==> config.mk <==
export PLATFORM = sky130hd
export DESIGN_NAME = dir_listing_line_parser_unit
export DESIGN_NICKNAME = d
export VERILOG_FILES = /design/src/dlp_pkg.sv /design/src/dir_listing_line_parser_unit.sv
export SDC_FILE = /design/constraint.sdc
export NUM_CORES = 1
export LEC_CHECK = 0
export BUFFER_PORTS_ARGS = -buffer_cell sky130_fd_sc_hd__buf_2
export CELL_PAD_IN_SITES_DETAIL_PLACEMENT = 0
export CELL_PAD_IN_SITES_GLOBAL_PLACEMENT = 2
export CORE_ASPECT_RATIO = 1.25
export CORE_MARGIN = 2
export CORE_UTILIZATION = 39
export DETAILED_ROUTE_END_ITERATION = 10
export PLACE_DENSITY_LB_ADDON = 0.1
export SYNTH_ARGS = -nofsm -noshare
export SYNTH_HDL_FRONTEND = slang
export SYNTH_SLANG_ARGS = --single-unit
==> constraint.sdc <==
create_clock -name clock -period 19.5 [get_ports clock]
set_clock_uncertainty 0.05 [all_clocks]
set_input_delay 3.9 -clock clock [delete_from_list [all_inputs] [get_ports clock]]
set_output_delay 3.9 -clock clock [all_outputs]
set_load 0.02 [all_outputs]
==> src/dlp_pkg.sv <==
// Shared constants and hex decode for the directory listing line parser.
`timescale 1ns / 1ps
`default_nettype none

package dlp_pkg;

   localparam int MAX_LINE = 4096;
   localparam int POS_W = $clog2(MAX_LINE);
   localparam logic [POS_W-1:0] POS_LIMIT = POS_W'(MAX_LINE - 1);

   localparam logic [7:0] NL_BYTE = 8'h0A;
   localparam logic [7:0] SLASH_BYTE = 8'h2F;
   localparam int DIGEST_DIGITS = 32;
   localparam int SIZE_START = 33;
   localparam int SIZE_DIGITS = 8;
   localparam int NAME_START = 42;
   localparam int OFFSET_W = 6;
   localparam int NAME_LEN_W = 12;

   typedef struct packed {
      logic       ok;
      logic [3:0] value;
   } hex_digit_type;

   function automatic hex_digit_type hex_decode(input logic [7:0] c);
      hex_digit_type d;
      d.ok = 1'b1;
      d.value = 4'd0;
      if (c >= 8'h30 && c <= 8'h39) begin
         d.value = 4'(c - 8'h30);
      end else if (c >= 8'h61 && c <= 8'h66) begin
         d.value = 4'(c - 8'h61 + 8'd10);
      end else if (c >= 8'h41 && c <= 8'h46) begin
         d.value = 4'(c - 8'h41 + 8'd10);
      end else begin
         d.ok = 1'b0;
      end
      return d;
   endfunction

endpackage

`default_nettype wire

==> src/dir_listing_line_parser_unit.sv <==
// Directory listing line parser: bytes in, one record per listing line out.
//
// Usage:
//   req_ channel carries one payload byte per transaction plus an
//   end-of-buffer flag on the last byte. A newline byte ends a line; the
//   flagged byte ends the line too when it is not a newline.
//   rsp_ channel carries one record per line: directory or file, error flag,
//   128-bit digest, hex size, name offset and name length.
//   Latency: the record for a line appears in the cycle after the
//   transaction of its ending byte. Throughput: one byte per cycle when not
//   stalled; the per-line state and hex shift registers update per byte.
//   The result register holds one record; req_ready drops while a record
//   waits and rsp_ready is low, so a stalled receiver stops the whole byte
//   stream until the waiting record is taken.
//   Reset clears the line state and the record valid flag; the next byte
//   starts a fresh line.
`timescale 1ns / 1ps
`default_nettype none

module dir_listing_line_parser_unit (
   input  wire logic        clock,
   input  wire logic        reset,
   input  wire logic        req_valid,
   output logic             req_ready,
   input  wire logic [7:0]  req_line_byte,
   input  wire logic        req_end_of_buffer,
   output logic             rsp_valid,
   input  wire logic        rsp_ready,
   output logic             rsp_is_directory,
   output logic             rsp_parse_error,
   output logic [63:0]      rsp_digest_high,
   output logic [63:0]      rsp_digest_low,
   output logic [31:0]      rsp_file_size,
   output logic [dlp_pkg::OFFSET_W-1:0]   rsp_name_offset,
   output logic [dlp_pkg::NAME_LEN_W-1:0] rsp_name_length
);

   typedef enum logic [1:0] {
      SIZE_IDLE,
      SIZE_RUN,
      SIZE_STOP
   } size_phase_type;

   typedef struct packed {
      logic [dlp_pkg::POS_W-1:0] pos;
      logic [7:0]                prev;
      logic [63:0]               dig0;
      logic [63:0]               dig1;
      logic [31:0]               size;
      size_phase_type            phase;
      logic                      dbad;
      logic                      sbad;
      logic                      ovf;
   } line_state_type;

   localparam logic [dlp_pkg::POS_W-1:0] DIG_END = dlp_pkg::POS_W'(dlp_pkg::DIGEST_DIGITS);
   localparam logic [dlp_pkg::POS_W-1:0] SZ_FIRST = dlp_pkg::POS_W'(dlp_pkg::SIZE_START);
   localparam logic [dlp_pkg::POS_W-1:0] SZ_END =
      dlp_pkg::POS_W'(dlp_pkg::SIZE_START + dlp_pkg::SIZE_DIGITS);
   localparam logic [dlp_pkg::POS_W-1:0] NAME_POS = dlp_pkg::POS_W'(dlp_pkg::NAME_START);

   line_state_type line_ff, line_in, taken, src;

   logic                            rsp_valid_ff, rsp_valid_in;
   logic                            is_dir_ff, is_dir_in;
   logic                            perr_ff, perr_in;
   logic [63:0]                     dhi_ff, dhi_in;
   logic [63:0]                     dlo_ff, dlo_in;
   logic [31:0]                     size_ff, size_in;
   logic [dlp_pkg::OFFSET_W-1:0]    noff_ff, noff_in;
   logic [dlp_pkg::NAME_LEN_W-1:0]  nlen_ff, nlen_in;

   logic                  accept;
   logic                  is_nl;
   logic                  emit;
   dlp_pkg::hex_digit_type hd;

   assign req_ready = !rsp_valid_ff || rsp_ready;
   assign accept    = req_valid && req_ready;
   assign is_nl     = (req_line_byte == dlp_pkg::NL_BYTE);
   assign emit      = is_nl || req_end_of_buffer;
   assign hd        = dlp_pkg::hex_decode(req_line_byte);

   // line state after taking the current byte into the line
   always_comb begin
      taken = line_ff;
      if (line_ff.pos >= dlp_pkg::POS_LIMIT) begin
         taken.ovf = 1'b1;
      end else begin
         if (line_ff.pos < DIG_END) begin
            if (!hd.ok) begin
               taken.dbad = 1'b1;
            end else if (line_ff.pos[4]) begin
               taken.dig1 = {line_ff.dig1[59:0], hd.value};
            end else begin
               taken.dig0 = {line_ff.dig0[59:0], hd.value};
            end
         end else if (line_ff.pos >= SZ_FIRST && line_ff.pos < SZ_END) begin
            case (line_ff.phase)
               SIZE_IDLE: begin
                  if (!hd.ok) begin
                     taken.sbad  = 1'b1;
                     taken.phase = SIZE_STOP;
                  end else begin
                     taken.size  = {28'd0, hd.value};
                     taken.phase = SIZE_RUN;
                  end
               end
               SIZE_RUN: begin
                  if (!hd.ok) begin
                     taken.phase = SIZE_STOP;
                  end else begin
                     taken.size = {line_ff.size[27:0], hd.value};
                  end
               end
               default: ;
            endcase
         end
         taken.prev = req_line_byte;
         taken.pos  = line_ff.pos + 1'b1;
      end
   end

   // record for the line being closed; a newline is not part of the line
   always_comb begin
      src       = is_nl ? line_ff : taken;
      is_dir_in = 1'b0;
      perr_in   = 1'b0;
      dhi_in    = 64'd0;
      dlo_in    = 64'd0;
      size_in   = 32'd0;
      noff_in   = '0;
      nlen_in   = '0;
      if (src.ovf || src.pos == '0) begin
         perr_in = 1'b1;
      end else if (src.prev == dlp_pkg::SLASH_BYTE) begin
         is_dir_in = 1'b1;
         nlen_in   = dlp_pkg::NAME_LEN_W'(src.pos - 1'b1);
      end else if (src.pos < NAME_POS || src.dbad || src.sbad) begin
         perr_in = 1'b1;
      end else begin
         dhi_in  = src.dig0;
         dlo_in  = src.dig1;
         size_in = src.size;
         noff_in = dlp_pkg::OFFSET_W'(dlp_pkg::NAME_START);
         nlen_in = dlp_pkg::NAME_LEN_W'(src.pos - NAME_POS);
      end
   end

   always_comb begin
      line_in = line_ff;
      if (accept) begin
         if (emit) begin
            line_in = '{pos: '0, prev: 8'd0, dig0: 64'd0, dig1: 64'd0, size: 32'd0,
                        phase: SIZE_IDLE, dbad: 1'b0, sbad: 1'b0, ovf: 1'b0};
         end else begin
            line_in = taken;
         end
      end
      rsp_valid_in = accept ? emit : (rsp_valid_ff && !rsp_ready);
   end

   always_ff @(posedge clock) begin
      if (reset) begin
         line_ff <= '{pos: '0, prev: 8'd0, dig0: 64'd0, dig1: 64'd0, size: 32'd0,
                      phase: SIZE_IDLE, dbad: 1'b0, sbad: 1'b0, ovf: 1'b0};
         rsp_valid_ff <= 1'b0;
      end else begin
         line_ff      <= line_in;
         rsp_valid_ff <= rsp_valid_in;
      end
      if (accept && emit) begin
         is_dir_ff <= is_dir_in;
         perr_ff   <= perr_in;
         dhi_ff    <= dhi_in;
         dlo_ff    <= dlo_in;
         size_ff   <= size_in;
         noff_ff   <= noff_in;
         nlen_ff   <= nlen_in;
      end
   end

   assign rsp_valid        = rsp_valid_ff;
   assign rsp_is_directory = is_dir_ff;
   assign rsp_parse_error  = perr_ff;
   assign rsp_digest_high  = dhi_ff;
   assign rsp_digest_low   = dlo_ff;
   assign rsp_file_size    = size_ff;
   assign rsp_name_offset  = noff_ff;
   assign rsp_name_length  = nlen_ff;

   a_err_clean: assert property (@(posedge clock) disable iff (reset)
      rsp_valid && rsp_parse_error |-> !rsp_is_directory && rsp_digest_high == 64'd0 &&
         rsp_digest_low == 64'd0 && rsp_file_size == 32'd0 && rsp_name_offset == '0 &&
         rsp_name_length == '0)
      else $error("error record carries nonzero fields");

   a_dir_clean: assert property (@(posedge clock) disable iff (reset)
      rsp_valid && rsp_is_directory |-> rsp_digest_high == 64'd0 &&
         rsp_digest_low == 64'd0 && rsp_file_size == 32'd0 && rsp_name_offset == '0)
      else $error("directory record carries digest, size or offset");

   a_file_offset: assert property (@(posedge clock) disable iff (reset)
      rsp_valid && !rsp_is_directory && !rsp_parse_error |->
         rsp_name_offset == dlp_pkg::OFFSET_W'(dlp_pkg::NAME_START))
      else $error("file record with wrong name offset");

   a_line_end: assert property (@(posedge clock) disable iff (reset)
      req_valid && req_ready && (req_line_byte == dlp_pkg::NL_BYTE || req_end_of_buffer)
         |=> rsp_valid)
      else $error("line end without a record");

   a_no_spurious: assert property (@(posedge clock) disable iff (reset)
      req_valid && req_ready && req_line_byte != dlp_pkg::NL_BYTE && !req_end_of_buffer
         |=> !rsp_valid)
      else $error("record without a line end");

endmodule

`default_nettype wire

After elaboration in Yosys (flattened, before gate mapping)
Cells that the tools add are included.

storage, ports and cells
  register bits after elaboration = 366
  input port bits = 13
  output and inout port bits = 182
  word-level logic and storage cells = 91

cells by class
  add/subtract/negate cells = 8
  $lt $le $gt $ge = 11
  equal/unequal tests = 3
  multiplexer cells = 34
  reductions and logical operators = 18

operators by type and width
  cell                   count
  $mux 185               2
  $mux 128               2
  $mux 184               1
  $mux 64                2
  $mux 34                2
  $pmux 34 s2            1
  $mux 32                2
  $lt 12x6->1 const B    3
  $mux 12                2
  $ge 8x7->1 const B     2
  $le 8x7->1 const B     2
  $mux 1                 14
  $add 12x1->12 const B  1
  $ge 12x12->1 const B   1
  $ge 12x6->1 const B    1
  $logic_not 12->1       1
  $mux 4                 3
  $sub 12x1->12 const B  1
  $sub 12x6->12 const B  1
  $sub 4x1->4 const B    3
  $add 4x4->4 const B    2
  $eq 8x4->1 const B     1
  $eq 8x6->1 const B     1
  $ge 8x6->1 const B     1
  10 further kinds       22

Longest topological paths before layout
Gate-level depths: netlist of run 1.

  depth in word-level cells = 16
  mapped depth = 15
  mapped depth without buffers = 14

Least setup slack after synthesis of run 1
OpenSTA, ideal clock, no wires.

  kind = input to register
  from = input req_line_byte[3]
  to = register dhi_ff[0] (netlist: rsp_digest_high[0]), enable pin
  library setup time = 0.526 ns
  arrival = 8.428 ns
  data required time = 18.924 ns
  setup slack = 10.496 ns
  cell stages on the path = 7
  buffers on the path = 3
  path through = buf_4 > nor4b_4 > and2_4 > buf_4 > buf_2 > o21ai_0 > inv_1

on the way
  cells in the longest elaborated chain, start to end = 3

ends and longest elaborated chain
  what                  line                                 RTL
  start, declared       dir_listing_line_parser_unit.sv:25   input wire logic [7:0] req_line_byte,
  $eq 8x4->1            dir_listing_line_parser_unit.sv:80   assign is_nl = (req_line_byte == dlp_pkg::NL_BYTE);
  $logic_or 1x1->1      dir_listing_line_parser_unit.sv:81   assign emit = is_nl || req_end_of_buffer;
  $logic_and 1x1->1     dir_listing_line_parser_unit.sv:172  if (accept && emit) begin
  end signal, assigned  dir_listing_line_parser_unit.sv:175  dhi_ff <= dhi_in;
  end, declared         dir_listing_line_parser_unit.sv:67   logic [63:0] dhi_ff, dhi_in;

Every way passes these cells.
A chain may end at the register's enable or synchronous reset.

Worst setup path in the final report of run 1
  from = input rsp_ready
  to = output req_ready

on the way
  cells in the longest elaborated chain, start to end = 1

ends and longest elaborated chain
  what              line                                RTL
  start, declared   dir_listing_line_parser_unit.sv:28  input wire logic rsp_ready,
  $logic_or 1x1->1  dir_listing_line_parser_unit.sv:78  assign req_ready = !rsp_valid_ff || rsp_ready;
  end, declared     dir_listing_line_parser_unit.sv:24  output logic req_ready,

Every way passes these cells.

==> results of run 1 <==
stage by stage:
step | hold slack [ns] | utilization [%]
after CTS | 0.4296 | 45.90
after global placement | 0.4024 | 42.85
final | 0.4279 | 45.90
after floorplan | 0.3875 | -
after detailed placement | 0.4162 | 42.85
after global routing | 0.4516 | 45.90
routing by layer:
layer	routed length, um	share of wire, %	global-route usage, %
met3	2397	5.6	3.439
met4	808	1.9	5.125
met5	0	0	0
met1	19610	46	28.80
met2	20130	47	31.77
worst register-to-register path, delay by kind of cell, from the launching register on:
family	cells	cell delay (ns)
DFF	1	0.88
buffers and inverters	2	0.96
and+or+nand+nor	2	0.95
AOI/OAI and AO/OA	6	1.93
path summary, 6_finish.rpt:
check                       startpoint                          endpoint  slack (ns)  cells past startpoint
max                          rsp_ready                         req_ready       11.21                      3
min            line_ff[1]$_SDFFE_PP0P_           line_ff[1]$_SDFFE_PP0P_        0.43                      2
max reg2reg  line_ff[177]$_SDFFE_PP0P_  rsp_name_length[9]$_SDFFCE_PP0P_       14.48                     10
min reg2reg    line_ff[1]$_SDFFE_PP0P_           line_ff[1]$_SDFFE_PP0P_        0.43                      2
cells by family (layout without fill, tap and decap cells):
group,Yosys count,after routing,share of synthesized area [%]
simple gates,629,629,17.00
fa+ha+maj,11,11,0.8835
buf+inv,149,293,4.120
xor+xnor,15,15,0.8916
flops,361,361,57.64
mux,9,9,0.6104
other cells,1,3,0.02407
compound gates,449,449,18.84
state kept, by name (all words and copies together), names as in the netlist:
register          cells
rsp_file_size        32
rsp_name_length      12
line_ff             185
rsp_digest_low       64
rsp_parse_error       1
rsp_valid             1
rsp_digest_high      64
rsp_is_directory      1
rsp_name_offset       1
layout make-up:
class / instances / area (um2) / area share, %
clock buffers: 57 / 1104 / 6.130
clock inverters: 13 / 92.59 / 0.5143
inverters: 13 / 56.30 / 0.3127
multi-input cells: 1116 / 6045 / 33.57
flip-flops and latches: 361 / 8979 / 49.87
well taps: 498 / 623.1 / 3.461
repair buffers: 210 / 1105 / 6.137
power by group through the flow:
| stage | Clock (uW) | Combinational, uW | Sequential [uW] |
|---|---|---|---|
| after detailed placement | 0 | 94.6 | 833 |
| after CTS | 723 | 94.7 | 817 |
| after floorplan | 0 | 39.0 | 854 |
| after global placement | 0 | 94.5 | 833 |
| after global routing | 756 | 101 | 818 |
| final | 702 | 93.3 | 817 |
layout by cell type, fill, tap and decap left out, types with 9 or more instances in the layout:
cell and count:
and3_1 9, buf_2 190, a31oi_1 9, clkbuf_16 39
a21oi_1 179, clkbuf_1 12, ha_1 11, xnor2_1 9
inv_1 11, edfxtp_1 175, buf_4 19, nor2_1 218
nand2_1 299, nor3_1 10, a22oi_1 178, dfxtp_1 186
o21ai_0 23, nand3_1 46, a211oi_1 13
==> out/results.tsv, run 1 <==
stage	metric	value	unit
global_route	grt_max_degree	119	
drt	antenna_left	0	
floorplanning	dieArea	0.04157	mm2
floorplanning	die_h	227.4	um
drt	drt_wl_total	42960	um
timing	drv_slew	0	
logic_synthesis	synthFlopType	dfxtp_1	
power_and_ir_drop	worst_ir_drop_vdd	0.00005615	V
power_and_ir_drop	comb_power_share	5.8	%
drt	routedWlPerCell	18.94	um
logic_synthesis	avgSynthCellArea	9.592	um2
placed_design	placed_cell_area	0.01681	mm2
clock_tree	cts_made_buffers	39	
logic_synthesis	synth.most_common_cell	nand2_1	
floorplanning	start_util	39.72	%
drt	first_pass_iters	5	
finish	fin_area	0.01800	mm2
clock_tree	cts_hold_buffers	0	
setup_path	critical_path.max_stage_delay	0.17	ns
timing	finalHoldViolCount	0	
logic_synthesis	synth_seq_cells	361	
placed_design	io_buffers	191	
timing	worst_slack	11.21	ns
flow_run	drv_cap	0	
timing	rsz0062_at_grt	no	
setup_path	cpMostUsedCell	buf_2	
setup_path	cp-end-kind	primary output	
power_and_ir_drop	p_sw	375.8	uW
clock_tree	clock-root-buffer	clkbuf_16	
clock_tree	cts_buffer_depth	3	
drt	drt-initial-drc-count	977	
timing	tightest_slew	1.203	ns
global_route	overflow	0	
clock_tree	cts_tree	yes	
timing	finalSetupViolCount	0	
finish	layout-drive-gt1-share	16.95	%
finish	n_antenna_cell	0	
power_and_ir_drop	switching_share	23.31	%
clock_tree	cts_setup_buffers	0	
drt	drc_errors	0	
logic_synthesis	ys_seq_area_share	57.64	%
clock_tree	htree_levels	2	
logic_synthesis	yosys.area.top_type	edfxtp_1	
logic_synthesis	ys_async_sr_fraction	0	%
power_and_ir_drop	leakage	0.005753	uW
timing	max_freq	0.1207	GHz
logic_synthesis	syn_area	0.01558	mm2
setup_path	critical_path_peak_fanout	4	
setup_path	slowest_stage	nand2b_1	
timing	finalCriticalPeriod	8.288	ns
hold_path	hold_class	reg -> reg	
timing	finalCritPeriodShare	42.50	%
finish	finalNonFillerCells	2268	
setup_path	cp_data_arrival_time	4.34	ns
logic_synthesis	synth_top_area_share	33.73	%
logic_synthesis	ys_types	74	
floorplanning	rows	81	
setup_path	cp.required	15.55	ns
logic_synthesis	yosys-top-cells-count	300 x nand2_1, 218 x nor2_1, 186 x dfxtp_1	
setup_path	worstPathCellList	buf_2, nand2b_1, buf_2	
placed_design	post-place-ws	11.21	ns
power_and_ir_drop	p_int	1236	uW
clock_tree	clk_pin_slew	0.05	ns
global_route	grt_util_all_layers	20.15	%
clock_tree	cts-resized-gates	0	
global_route	grt_pass1_vias	11536	
placed_design	gp_congestion	0.8112	
floorplanning	floorplan.die.width	182.8	um
drt	viasPerCell	5.491	
logic_synthesis	synth_edf_count	175	
floorplanning	fp.coreArea	0.03922	mm2
status	status	finished, final reports clean	
global_route	antenna_found_initial	0	
finish	nFillCells	3841	
power_and_ir_drop	power	1612	uW
drt	vias	12454	
floorplanning	ios	195	
power_and_ir_drop	p_clk_share	43.6	%
logic_synthesis	synth_area_leaders	edfxtp_1 34%, dfxtp_1 24%, a22oi_1 8.6%, nand2_1 7.2%, a21oi_1 5.8%	
finish	area_growth_syn_to_layout	15.57	%
clock_tree	clock-sinks	361	
placed_design	placed_cells	2198	
logic_synthesis	syn_inst	1624	
finish	nets	1765	
setup_path	cp_top_family	buffers and inverters	
power_and_ir_drop	sequentialPowerShare	50.7	%
power_and_ir_drop	power.density	89.55	mW/mm2
global_route	grt_pass1_wl	66760	um
logic_synthesis	yosysWarnings	0	
setup_path	critical_path_class	in -> out	
setup_path	critPathBufInv	2	
setup_path	start_kind	input port	
clock_tree	clk-insertion-delay-late	0.53	ns
timing	setup_tns	0	ns
placed_design	dpl.hpwl	24760	um
timing	slew_headroom	19.56	%
Power figures use the tool's default switching activity.
==> inputs of run 2 (changes only) <==
ABC_AREA = 1   (was default)
CORE_UTILIZATION = 31   (was 39)
clock period = 6.7 ns   (was 19.5 ns; I/O delays follow)
==> run 2 against run 1 <==
Effect of this change: power grew to 3.0 times the previous value; sequential cell count unchanged; utilization down 9.6 points; worst setup slack lost 9.0 ns; hold slack worse by 0.018 ns; cell count grew 28%; largest power group unchanged; highest routed layer unchanged.
==> out/results.tsv, run 2 <==
stage	metric	value	unit	change
status	status	finished, final reports clean		
finish	nets	2213		+25%
drt	viasPerCell	4.618		-16%
finish	layout-drive-gt1-share	18.10	%	+1.2 points
global_route	grt_pass1_wl	74370	um	+11%
finish	nFillCells	5626		+46%
flow_run	drv_cap	0		unchanged
timing	finalCritPeriodShare	67.46	%	
setup_path	start_kind	register		
floorplanning	start_util	31.22	%	-8.5 points
hold_path	hold_class	reg -> reg		
setup_path	critical_path_peak_fanout	86		+82
drt	vias	13391		+7.5%
placed_design	io_buffers	191		unchanged
drt	first_pass_iters	5		unchanged
drt	routedWlPerCell	16.44	um	-13%
logic_synthesis	syn_inst	2062		+27%
finish	final_cell_mix	509 x nand2_1, 246 x inv_1, 201 x nor2_1		
finish	regMostFlops	line_ff		
timing	holdWs	0.4100	ns	-0.01788 ns
logic_synthesis	synth.most_common_cell	nand2_1		
logic_synthesis	avgSynthCellArea	8.098	um2	-16%
clock_tree	clk_pin_slew	0.06	ns	about the same
logic_synthesis	syn_area	0.01670	mm2	+7.2%
floorplanning	dieArea	0.05575	mm2	+34%
power_and_ir_drop	worst_ir_drop_vdd	0.0001613	V	+190%
clock_tree	clk-insertion-delay-late	0.56	ns	+0.03 ns
clock_tree	cts_buffer_depth	3		unchanged
placed_design	gp_congestion	0.7809		-3.7%
global_route	grt_max_degree	140		+18%
drt	drc_errors	0		unchanged
logic_synthesis	yosys-top-cells-count	510 x nand2_1, 248 x inv_1, 202 x nor2_1		
finish	largest_reg_flops	185		unchanged
drt	drt_wl_total	47680	um	+11%
drt	antenna_left	0		unchanged
clock_tree	cts_made_buffers	42		+7.7%
logic_synthesis	ys_seq_area_share	53.77	%	-3.9 points
finish	final_common_cell	nand2_1		
setup_path	critPathBufInv	4		+2
power_and_ir_drop	leakage	0.008320	uW	+45%
setup_path	slowest_stage	nand3_2		
timing	rsz0062_at_grt	no		
floorplanning	fp.coreArea	0.05349	mm2	+36%
logic_synthesis	synthFlopType	dfxtp_1		
logic_synthesis	yosysWarnings	0		unchanged
setup_path	cp_data_arrival_time	4.87	ns	+0.53 ns
global_route	antenna_found_initial	0		unchanged
clock_tree	cts_tree	yes		
logic_synthesis	synth_edf_count	175		unchanged
clock_tree	cts_hold_buffers	0		unchanged
finish	layout.area.seq	0.008979	mm2	unchanged
setup_path	cp.depth	15		+12
timing	max_freq	0.2212	GHz	
setup_path	r2r_cells	15		+5
setup_path	cp.required	7.05	ns	-8.50 ns
placed_design	placed_cells	2824		+28%
placed_design	dpl.hpwl	28190	um	+14%
setup_path	critical_path_class	reg -> reg		
finish	area_growth_syn_to_layout	16.16	%	
floorplanning	rows	95		+17%
timing	finalCriticalPeriod	4.520	ns	
logic_synthesis	ys_async_sr_fraction	0	%	unchanged
logic_synthesis	synth_area_leaders	edfxtp_1 31%, dfxtp_1 22%, nand2_1 11%, a21oi_1 5.7%, inv_1 5.6%		
logic_synthesis	synth_top_area_share	31.47	%	-2.3 points
timing	tightest_slew	1.054	ns	-0.1489 ns
hold_path	holdPathStages	2		unchanged
finish	finalNonFillerCells	2900		+28%
drt	drt-initial-drc-count	775		-21%
timing	finalSetupViolCount	0		unchanged
setup_path	cp-end-kind	register		
floorplanning	die_h	263.5	um	+16%
timing	slew_headroom	29.67	%	+10 points
finish	n_antenna_cell	0		unchanged
setup_path	critical_path.max_stage_delay	0.58	ns	+0.41 ns
logic_synthesis	yosys.area.top_type	edfxtp_1		
clock_tree	clock-sinks	361		unchanged
floorplanning	ios	195		unchanged
logic_synthesis	ys_types	34		-54%
timing	drv_slew	0		unchanged
setup_path	cp_top_family	simple AND/OR/NAND/NOR gates		
global_route	grt_util_all_layers	16.83	%	-3.3 points
timing	setup_tns	0	ns	unchanged
global_route	grt_pass1_vias	12921		+12%
clock_tree	cts_setup_buffers	0		unchanged
setup_path	worstPathCellList	ha_1, nand3_2, inv_2, nand3_2, inv_1, nand2_1, nand3_1, nand2_1, ha_1, nand4_1, nand2_2, nor2_2, inv_6, buf_12, nor2_1		
power_and_ir_drop	power.density	253.1	mW/mm2	+180%
finish	multiInputGateArea	0.006205	mm2	+2.6%
floorplanning	floorplan.die.width	211.6	um	+16%
logic_synthesis	synth_seq_cells	361		unchanged
clock_tree	clock-root-buffer	clkbuf_16		
timing	finalHoldViolCount	0		unchanged
clock_tree	htree_levels	2		unchanged
clock_tree	cts-resized-gates	0		unchanged
global_route	overflow	0		unchanged
run 2: cell families after synthesis:
kind of cell | count (synthesis) | synth area share (%)
flops | 361 | 53.77
buf+inv | 380 | 9.299
simple gates | 923 | 23.62
compound gates | 375 | 11.88
fa+ha+maj | 11 | 0.8243
xor+xnor | 11 | 0.5770
other cells | 1 | 0.02246
run 2: power by group:
group	switching, uW	total [uW]	internal, uW
combinational	232	308	75.7
sequential	22.6	2380	2360
clock	929	2220	1290
total	1180	4910	3720
run 2: through the flow:
| stage | util (%) | setup slack, ns | instance area, um2 | total power, uW |
|---|---|---|---|---|
| 4_1_cts | 36.26 | 2.156 | 19400 | 4995 |
| 3_3_place_gp | 33.83 | 1.618 | 18100 | 2742 |
| 5_1_grt | 36.26 | 1.824 | 19400 | 5103 |
| 6_report | 36.26 | 2.180 | 19400 | 4908 |
| 2_1_floorplan | - | 1.264 | 16710 | 2630 |
| 3_5_place_dp | 33.83 | 1.692 | 18100 | 2741 |
run 2: path summary, 6_finish.rpt:
| kind | startpoint | end | slack, ns |
|---|---|---|---|
| setup / recovery | line_ff[173]$_SDFFE_PP0P_ | rsp_file_size[5]$_SDFFCE_PP0P_ | 2.18 |
| hold / removal | line_ff[162]$_SDFFE_PP0P_ | line_ff[162]$_SDFFE_PP0P_ | 0.41 |
| setup reg to reg | line_ff[173]$_SDFFE_PP0P_ | rsp_file_size[5]$_SDFFCE_PP0P_ | 2.18 |
| hold reg to reg | line_ff[162]$_SDFFE_PP0P_ | line_ff[162]$_SDFFE_PP0P_ | 0.41 |
run 2: final cells by class:
cell class | count | share of cell area, %
Clock inverter | 13 | 0.6128
Sequential cell | 361 | 46.29
Multi-Input combinational cell | 1323 | 31.99
Inverter | 258 | 5.019
Timing Repair Buffer | 203 | 5.619
Clock buffer | 63 | 6.090
Tap cell | 679 | 4.380
run 2: routing by layer:
layer	routed length (um)	vias to the layer above	part of all wire [%]	global-route usage (%)
met3	1893	45	4.0	2.744
li1	-	6852	-	-
met5	0	-	0	0
met1	22830	6252	48	23.30
met4	830	0	1.7	4.149
met2	22130	242	46	27.34
run 2: worst reg2reg max path, stage by stage (launching register included):
cell and delay (ns):
dfxtp_1 0.48, ha_1 0.35, nand3_2 0.14, inv_2 0.11
nand3_2 0.58, inv_1 0.35, nand2_1 0.11, nand3_1 0.16
nand2_1 0.13, ha_1 0.22, nand4_1 0.11, nand2_2 0.12
nor2_2 0.53, inv_6 0.31, buf_12 0.34, nor2_1 0.27
